## src/hw/rtl/exact_byte_pattern_matcher_defines.svh

```systemverilog
// Assertion macros for the exact byte pattern matcher.
`ifndef EXACT_BYTE_PATTERN_MATCHER_DEFINES_SVH
`define EXACT_BYTE_PATTERN_MATCHER_DEFINES_SVH

// Same-cycle implication, sampled on clk, off while arst_n is low.
`define EBPM_ASSERT_NOW(label, ante, cons) \
	label: assert property (@(posedge clk) disable iff (!arst_n) (ante) |-> (cons)) \
		else $error("exact_byte_pattern_matcher: check failed");

// Next-cycle implication, sampled on clk, off while arst_n is low.
`define EBPM_ASSERT_NEXT(label, ante, cons) \
	label: assert property (@(posedge clk) disable iff (!arst_n) (ante) |=> (cons)) \
		else $error("exact_byte_pattern_matcher: check failed");

`endif

```

## src/hw/rtl/ebpm_pkg.sv

```systemverilog
// Shared constants and types for the exact byte pattern matcher.
package ebpm_pkg;

	localparam int MAX_PATTERN = 64;
	localparam int PIDX_W      = $clog2(MAX_PATTERN);
	localparam int LEN_W       = PIDX_W + 1;
	localparam int OFFSET_BITS = 32;
	localparam int MATCH_W     = 32;
	localparam int BYTE_W      = 8;

	localparam logic FUNC_LOAD = 1'b0;
	localparam logic FUNC_TEXT = 1'b1;

	typedef struct packed {
		logic              shift_en;
		logic              load_en;
		logic              rot_en;
		logic              cmp_en;
		logic [BYTE_W-1:0] data;
	} cell_ctrl_t;

endpackage

```

## src/hw/rtl/ebpm_cell.sv

```systemverilog
// One cell of the matcher chain: a text byte, a pattern byte and their compare.
module ebpm_cell (
	input  logic                       clk,
	input  ebpm_pkg::cell_ctrl_t       ctrl,
	input  logic                       wr_sel,
	input  logic                       active,
	input  logic [ebpm_pkg::BYTE_W-1:0] text_in,
	input  logic [ebpm_pkg::BYTE_W-1:0] pat_in,
	output logic [ebpm_pkg::BYTE_W-1:0] text_out,
	output logic [ebpm_pkg::BYTE_W-1:0] pat_out,
	output logic                       eq
);
	import ebpm_pkg::*;

	logic [BYTE_W-1:0] text_q;
	logic [BYTE_W-1:0] pat_q;
	logic              eq_s2;

	always_ff @(posedge clk) begin
		if (ctrl.shift_en) begin
			text_q <= text_in;
		end
	end

	always_ff @(posedge clk) begin
		if (ctrl.rot_en) begin
			pat_q <= pat_in;
		end else if (ctrl.load_en && wr_sel) begin
			pat_q <= ctrl.data;
		end
	end

	always_ff @(posedge clk) begin
		if (ctrl.cmp_en) begin
			eq_s2 <= !active || (text_q == pat_q);
		end
	end

	assign text_out = text_q;
	assign pat_out  = pat_q;
	assign eq       = eq_s2;

endmodule

```

## src/hw/rtl/exact_byte_pattern_matcher.sv

```systemverilog
// Exact byte pattern matcher: a row of compare cells fed by a byte stream.
//
// Items come in on item_valid/item_stall. With func low an item writes
// pattern byte data_byte at pattern_index; with func high it is a text
// byte of the current region, and last_byte closes the region, so the
// next text byte has offset zero. The user must write the pattern length
// via cfg_write_en/cfg_write_data only while the block is idle (not enforced).
// A text byte that completes an occurrence of the pattern gives one result
// on result_valid/result_stall: the start offset of the occurrence and the
// offset saturation flag. A result passes through the first stage, the
// compare stage and the output register. One item is taken per cycle; input
// stalls only while realigning or when a result waits in the output register,
// a second result is behind it and a text byte sits in the first stage.
// After a change of pattern length the pattern cells rotate by one
// position per cycle until they line up with the new length; item_stall
// is high while they rotate.
// Reset clears the region offset, the saturation flag and all valid flags
// and sets the pattern length to one; pattern bytes must be loaded again.
`include "exact_byte_pattern_matcher_defines.svh"

module exact_byte_pattern_matcher (
	input  logic                            clk,
	input  logic                            arst_n,
	input  logic                            item_valid,
	output logic                            item_stall,
	input  logic                            func,
	input  logic [ebpm_pkg::PIDX_W-1:0]     pattern_index,
	input  logic [ebpm_pkg::BYTE_W-1:0]     data_byte,
	input  logic                            last_byte,
	output logic                            result_valid,
	input  logic                            result_stall,
	output logic [ebpm_pkg::MATCH_W-1:0]    match_offset,
	output logic                            offset_saturated,
	input  logic                            cfg_write_en,
	input  logic [ebpm_pkg::LEN_W-1:0]      cfg_write_data
);
	import ebpm_pkg::*;

	logic [LEN_W-1:0]       len_q;
	logic [PIDX_W-1:0]      align_q;
	logic [PIDX_W-1:0]      len_m1;
	logic                   aligned;

	logic [OFFSET_BITS-1:0] region_q;
	logic                   sat_q;
	logic                   pos_max;
	logic                   sat_new;
	logic                   win_ok;

	logic                   v1_q;
	logic [OFFSET_BITS-1:0] off_s1;
	logic                   sat_s1;
	logic                   v2_q;
	logic [OFFSET_BITS-1:0] off_s2;
	logic                   sat_s2;
	logic                   result_valid_q;
	logic [MATCH_W-1:0]     match_offset_q;
	logic                   offset_saturated_q;

	logic                   accept;
	logic                   text_acc;
	logic                   load_acc;
	logic                   hit2;
	logic                   o_free;
	logic                   s2_free;
	logic                   s1_free;
	logic [PIDX_W-1:0]      wr_pos;

	cell_ctrl_t             ctrl;
	logic [MAX_PATTERN-1:0] wr_sel;
	logic [MAX_PATTERN-1:0] active;
	logic [MAX_PATTERN-1:0] eq_vec;
	logic [BYTE_W-1:0]      text_chain [MAX_PATTERN];
	logic [BYTE_W-1:0]      pat_chain  [MAX_PATTERN];

	always_comb begin
		if (len_q == '0) begin
			len_m1 = '0;
		end else if (len_q > LEN_W'(MAX_PATTERN)) begin
			len_m1 = PIDX_W'(MAX_PATTERN - 1);
		end else begin
			len_m1 = PIDX_W'(len_q - LEN_W'(1));
		end
	end

	assign aligned = (align_q == len_m1);

	assign o_free  = !result_valid_q || !result_stall;
	assign hit2    = v2_q && (&eq_vec);
	assign s2_free = !hit2 || o_free;
	assign s1_free = !v1_q || s2_free;

	assign item_stall = !(s1_free && aligned);
	assign accept     = item_valid && !item_stall;
	assign text_acc   = accept && (func == FUNC_TEXT);
	assign load_acc   = accept && (func == FUNC_LOAD)
		&& ({1'b0, pattern_index} < LEN_W'(MAX_PATTERN));

	assign pos_max = (region_q == '1);
	assign sat_new = sat_q || pos_max;
	assign win_ok  = (region_q >= OFFSET_BITS'(len_m1));
	assign wr_pos  = align_q - pattern_index;

	always_comb begin
		ctrl.shift_en = text_acc;
		ctrl.load_en  = load_acc;
		ctrl.rot_en   = !aligned;
		ctrl.cmp_en   = v1_q && s2_free;
		ctrl.data     = data_byte;
	end

	always_ff @(posedge clk or negedge arst_n) begin
		if (!arst_n) begin
			len_q   <= LEN_W'(1);
			align_q <= '0;
		end else begin
			if (cfg_write_en) begin
				len_q <= cfg_write_data;
			end
			if (!aligned) begin
				align_q <= align_q + PIDX_W'(1);
			end
		end
	end

	always_ff @(posedge clk or negedge arst_n) begin
		if (!arst_n) begin
			region_q <= '0;
			sat_q    <= 1'b0;
		end else if (text_acc) begin
			if (last_byte) begin
				region_q <= '0;
				sat_q    <= 1'b0;
			end else begin
				sat_q <= sat_new;
				if (!pos_max) begin
					region_q <= region_q + OFFSET_BITS'(1);
				end
			end
		end
	end

	always_ff @(posedge clk or negedge arst_n) begin
		if (!arst_n) begin
			v1_q           <= 1'b0;
			v2_q           <= 1'b0;
			result_valid_q <= 1'b0;
		end else begin
			if (s1_free) begin
				v1_q <= text_acc && win_ok;
			end
			if (s2_free) begin
				v2_q <= v1_q;
			end
			if (o_free) begin
				result_valid_q <= hit2;
			end
		end
	end

	always_ff @(posedge clk) begin
		if (text_acc) begin
			off_s1 <= region_q - OFFSET_BITS'(len_m1);
			sat_s1 <= sat_new;
		end
		if (s2_free) begin
			off_s2 <= off_s1;
			sat_s2 <= sat_s1;
		end
		if (o_free && hit2) begin
			match_offset_q     <= MATCH_W'(off_s2);
			offset_saturated_q <= sat_s2;
		end
	end

	assign result_valid     = result_valid_q;
	assign match_offset     = match_offset_q;
	assign offset_saturated = offset_saturated_q;

	for (genvar k = 0; k < MAX_PATTERN; k++) begin : g_cell
		assign wr_sel[k] = (wr_pos == PIDX_W'(k));
		assign active[k] = (PIDX_W'(k) <= len_m1);

		ebpm_cell u_cell (
			.clk      (clk),
			.ctrl     (ctrl),
			.wr_sel   (wr_sel[k]),
			.active   (active[k]),
			.text_in  ((k == 0) ? data_byte : text_chain[(k + MAX_PATTERN - 1) % MAX_PATTERN]),
			.pat_in   (pat_chain[(k + MAX_PATTERN - 1) % MAX_PATTERN]),
			.text_out (text_chain[k]),
			.pat_out  (pat_chain[k]),
			.eq       (eq_vec[k])
		);
	end

	`EBPM_ASSERT_NOW(a_no_accept_misaligned, item_valid && !item_stall, align_q == len_m1)
	`EBPM_ASSERT_NOW(a_sat_pins_offset, sat_q, region_q == '1)
	`EBPM_ASSERT_NEXT(a_region_closes, text_acc && last_byte, region_q == '0 && !sat_q)
	`EBPM_ASSERT_NOW(a_hit_needs_room, v1_q && hit2 && result_valid_q && result_stall, item_stall)

endmodule

```

## config.mk

```make
export PLATFORM = sky130hd
export DESIGN_NAME = exact_byte_pattern_matcher
export DESIGN_NICKNAME = d
export VERILOG_FILES = /design/src/hw/rtl/ebpm_pkg.sv /design/src/hw/rtl/ebpm_cell.sv /design/src/hw/rtl/exact_byte_pattern_matcher.sv
export VERILOG_INCLUDE_DIRS = /design/src /design/src/hw/rtl
export SDC_FILE = /design/constraint.sdc
export NUM_CORES = 2
export LEC_CHECK = 0
export BUFFER_PORTS_ARGS = -buffer_cell sky130_fd_sc_hd__buf_2
export CAP_MARGIN = 10
export CORE_MARGIN = 2
export CORE_UTILIZATION = 55
export CTS_CLUSTER_SIZE = 28
export DETAILED_ROUTE_END_ITERATION = 6
export GPL_ROUTABILITY_DRIVEN = 1
export MAX_ROUTING_LAYER = met4
export PLACE_DENSITY_LB_ADDON = 0.05
export SLEW_MARGIN = 5
export SYNTH_ARGS = -nofsm -noshare
export SYNTH_HDL_FRONTEND = slang
export SYNTH_SLANG_ARGS = --single-unit
```

## constraint.sdc

```tcl
create_clock -name clk -period 55.7 [get_ports clk]
set_clock_uncertainty 0.05 [all_clocks]
set_input_delay 2.785 -clock clk [delete_from_list [all_inputs] [get_ports clk]]
set_output_delay 2.785 -clock clk [all_outputs]
set_load 0.01 [all_outputs]
```

==> summary.md <==
| Metric | Value |
|---|---|
| Synth-to-Final Area Change | `12.0%` |
| Yosys reg bits | `1236` |
| CTS tree | `yes` |
| Post-Syn Nets | `3276` |
| Final Max Tran Viols | `0` |
| # diodes | `0` |
| Vias in the first global route | `29000` |
| Dominant cells by area after synthesis | `edfxtp_1 (70%), a21o_1 (7.6%), xnor2_1 (6.1%)` |
| MaxCap Viol Count | `0` |
| Initial antenna violation count | `3` |
| Final GP Congestion | `0.903` |
| Status | `finished clean` |
| # clock sinks | `1236` |
| CTS Buf Count | `131` |
| Drt total wl | `126 mm` |
| Hold-fix buffers, CTS | `0` |
| Post-synthesis sequential area ratio | `72.3%` |
| Mapped Cells | `3230` |
| PortBufs | `62` |
| Largest net degree at the start of global routing | `259` |
| Worst VDD drop | `0.0388 mV` |
| Fraction of registers with async set/reset | `3.96%` |
| Post-CTS setup buffer count | `0` |
| Drt first pass iters | `6` |
| Post-route ant nets | `0` |
| Worst-path clk slew | `60 ps` |
| Primary FF master, synth | `edfxtp_1` |
| Pwr/cell area | `53.5 nW/um^2` |
| EDFF count, synth | `1187` |
| Post_cts resized | `0` |
| Final Setup Violations | `0` |
| Reg2Reg Setup Slack | `49800 ps` |
| Synth Cell Area | `51000 um^2` |
| Final net count | `3327` |
| Crit. End Element | `output pin` |
| Vias/cell | `6.18` |
| Vias | `28600` |
| Hold Fails Final Rpt | `0` |
| Max clock buf depth | `3` |
| Filler instances | `6645` |
| H-tree depth | `4` |
| Slew HR | `14.5%` |
| Hold WC Path Type | `flop to flop` |
| Most frequent cell after synthesis | `edfxtp_1` |
| Final std cells w/o fill | `4625` |
| Global-route wire length before repair | `187 mm` |
| RSZ-0062 raised after global routing | `false` |
| Post-layout minimum cycle time | `6890 ps` |
| Row count | `111` |
| Starting Density | `55.6%` |
| Full die area | `95200 um^2` |
| Chip height | `309 um` |
| Post-synthesis area per instance | `15.8 um^2` |
| Ports | `63` |
| GR Util All Layers | `27.5%` |
| 1st-iter DRT viols | `3129` |
| Critical path fanouts, max | `10` |
| Post-DP HPWL | `79.1 mm` |
| Slew at the pin closest to its max-slew limit | `1280 ps` |
| Crit path kind | `flop to output pin` |
| Req. time, crit path | `52860 ps` |
| LEAKAGE | `22.2 nW` |
| Arr. time, crit path | `4060 ps` |
| Dpl cells | `4391` |
| Yosys cell types | `61` |
| Die X | `309 um` |
| DR WL/cell | `27.2 um` |
| Layout cells sized above 1 | `11.2%` |
| Synth top area share | `69.8%` |
| CORE AREA | `91800 um^2` |
| Grt ovf | `0` |
| # DRC | `0` |
| Worst Setup Start Kind | `flop` |
| Most common library cells after synthesis | `edfxtp_1 (1187), a21o_1 (520), xnor2_1 (358), xor2_1 (202), clkbuf_1 (119)` |
| CTS root buffer | `clkbuf_16` |
| Clock latency at the later pin of the worst-skew pair | `730 ps` |
| Yosys Warn Count | `0` |
| Synth area leader | `edfxtp_1` |
| F_max | `145 MHz` |
| Final period util | `12.4%` |
| Setup TNS | `0 ps` |
[cells by family after synthesis]
| kind of cell | after synthesis | share of synthesized area [%] |
|---|---|---|
| simple gates | 454 | 5.05 |
| buf+inv | 220 | 1.72 |
| compound gates | 737 | 10.8 |
| mux | 4 | 0.0883 |
| flops | 1236 | 72.3 |
| fa+ha+maj | 18 | 0.471 |
| xor+xnor | 561 | 9.66 |
[per-stage QoR]
stage	utilization, %	worst slack (ps)	total power, mW	hold WS (ps)	area [um^2]
6_report	62.3	48810	3.06	365	57200
2_1_floorplan	-	12880	1.95	350	51000
3_5_place_dp	57.8	48590	2.21	355	53000
4_1_cts	62.3	48790	3.06	368	57200
5_1_grt	62.3	48510	3.17	372	57200
3_3_place_gp	57.8	48720	2.20	352	53000
[state kept, by name (all words and copies together) (netlist names), 6 cells and up]
name / flops
g_cell.u_cell.eq: 64
off_s2: 32
align_q: 6
len_q: 7
off_s1: 32
match_offset: 32
g_cell.u_cell.text_out: 512
g_cell.u_cell.pat_out: 512
region_q: 32
[layer usage]
metal,GRT usage (%),routed length (um),vias up
met5,-,0,-
met4,8.60,3270,0
met3,4.82,9480,225
met2,42.3,59700,1197
met1,37.8,53200,14700
li1,-,-,12500
[worst max-delay path: stages (launching register included)]
cell       delay [ps]
dfstp_2           400
inv_1             210
ha_1              310
nor3b_1           400
xnor3_1           240
nor4b_1           290
a2bb2oi_1         180
o311ai_0          350
nor2_4            500
nand2_1           250
buf_2             210
[layout make-up]
class,count,area [um^2],share of cell area (%)
sequential,1236,36900,64.5
clock inverter,69,597,1.04
timing repair buffer,111,703,1.23
multi-input combinational,1774,13800,24.1
inverter,27,101,0.177
tap,1243,1560,2.72
clock buffer,165,3530,6.18
[power by group]
part           internal, mW  switching (mW)  total, mW
registers              1.33           0.180       1.51
logic                 0.298           0.404      0.702
clock network         0.495           0.352      0.847
[cell usage in the layout, fill, tap and decap left out, types with 9 or more instances in the layout]
cell       count
nor3b_1       13
a21oi_1       33
xor2_1       200
clkbuf_1      28
o41ai_1       10
a221o_1       11
clkbuf_16    137
nor4b_1       11
o22ai_1       19
buf_2         62
a21o_1       520
nand4_1      111
o41ai_2       54
buf_4         47
edfxtp_1    1187
nand3b_1      11
a211o_1       12
xnor2_1      356
nor2_1        36
o21ai_0       38
clkinv_2      23
nand3_1       33
nor4_1        68
nand2_1       71
dfrtp_1       48
clkinv_1      25
nor3_1        29
ha_1          16
bufinv_16     10
nor2b_1       14
and2_4         9
inv_1         27
[worst paths after layout]
kind,cells past startpoint,endpoint,from
setup / recovery,10,item_stall,len_q[0]
hold / removal,0,off_s2[0],off_s1[0]
setup reg to reg,11,g_cell[32].u_cell.text_out[2],len_q[0]
hold reg to reg,0,off_s2[0],off_s1[0]
max in group asynchronous,2,region_q[21],arst_n
min in group asynchronous,2,region_q[16],arst_n
Power figures use the tool's default switching activity.
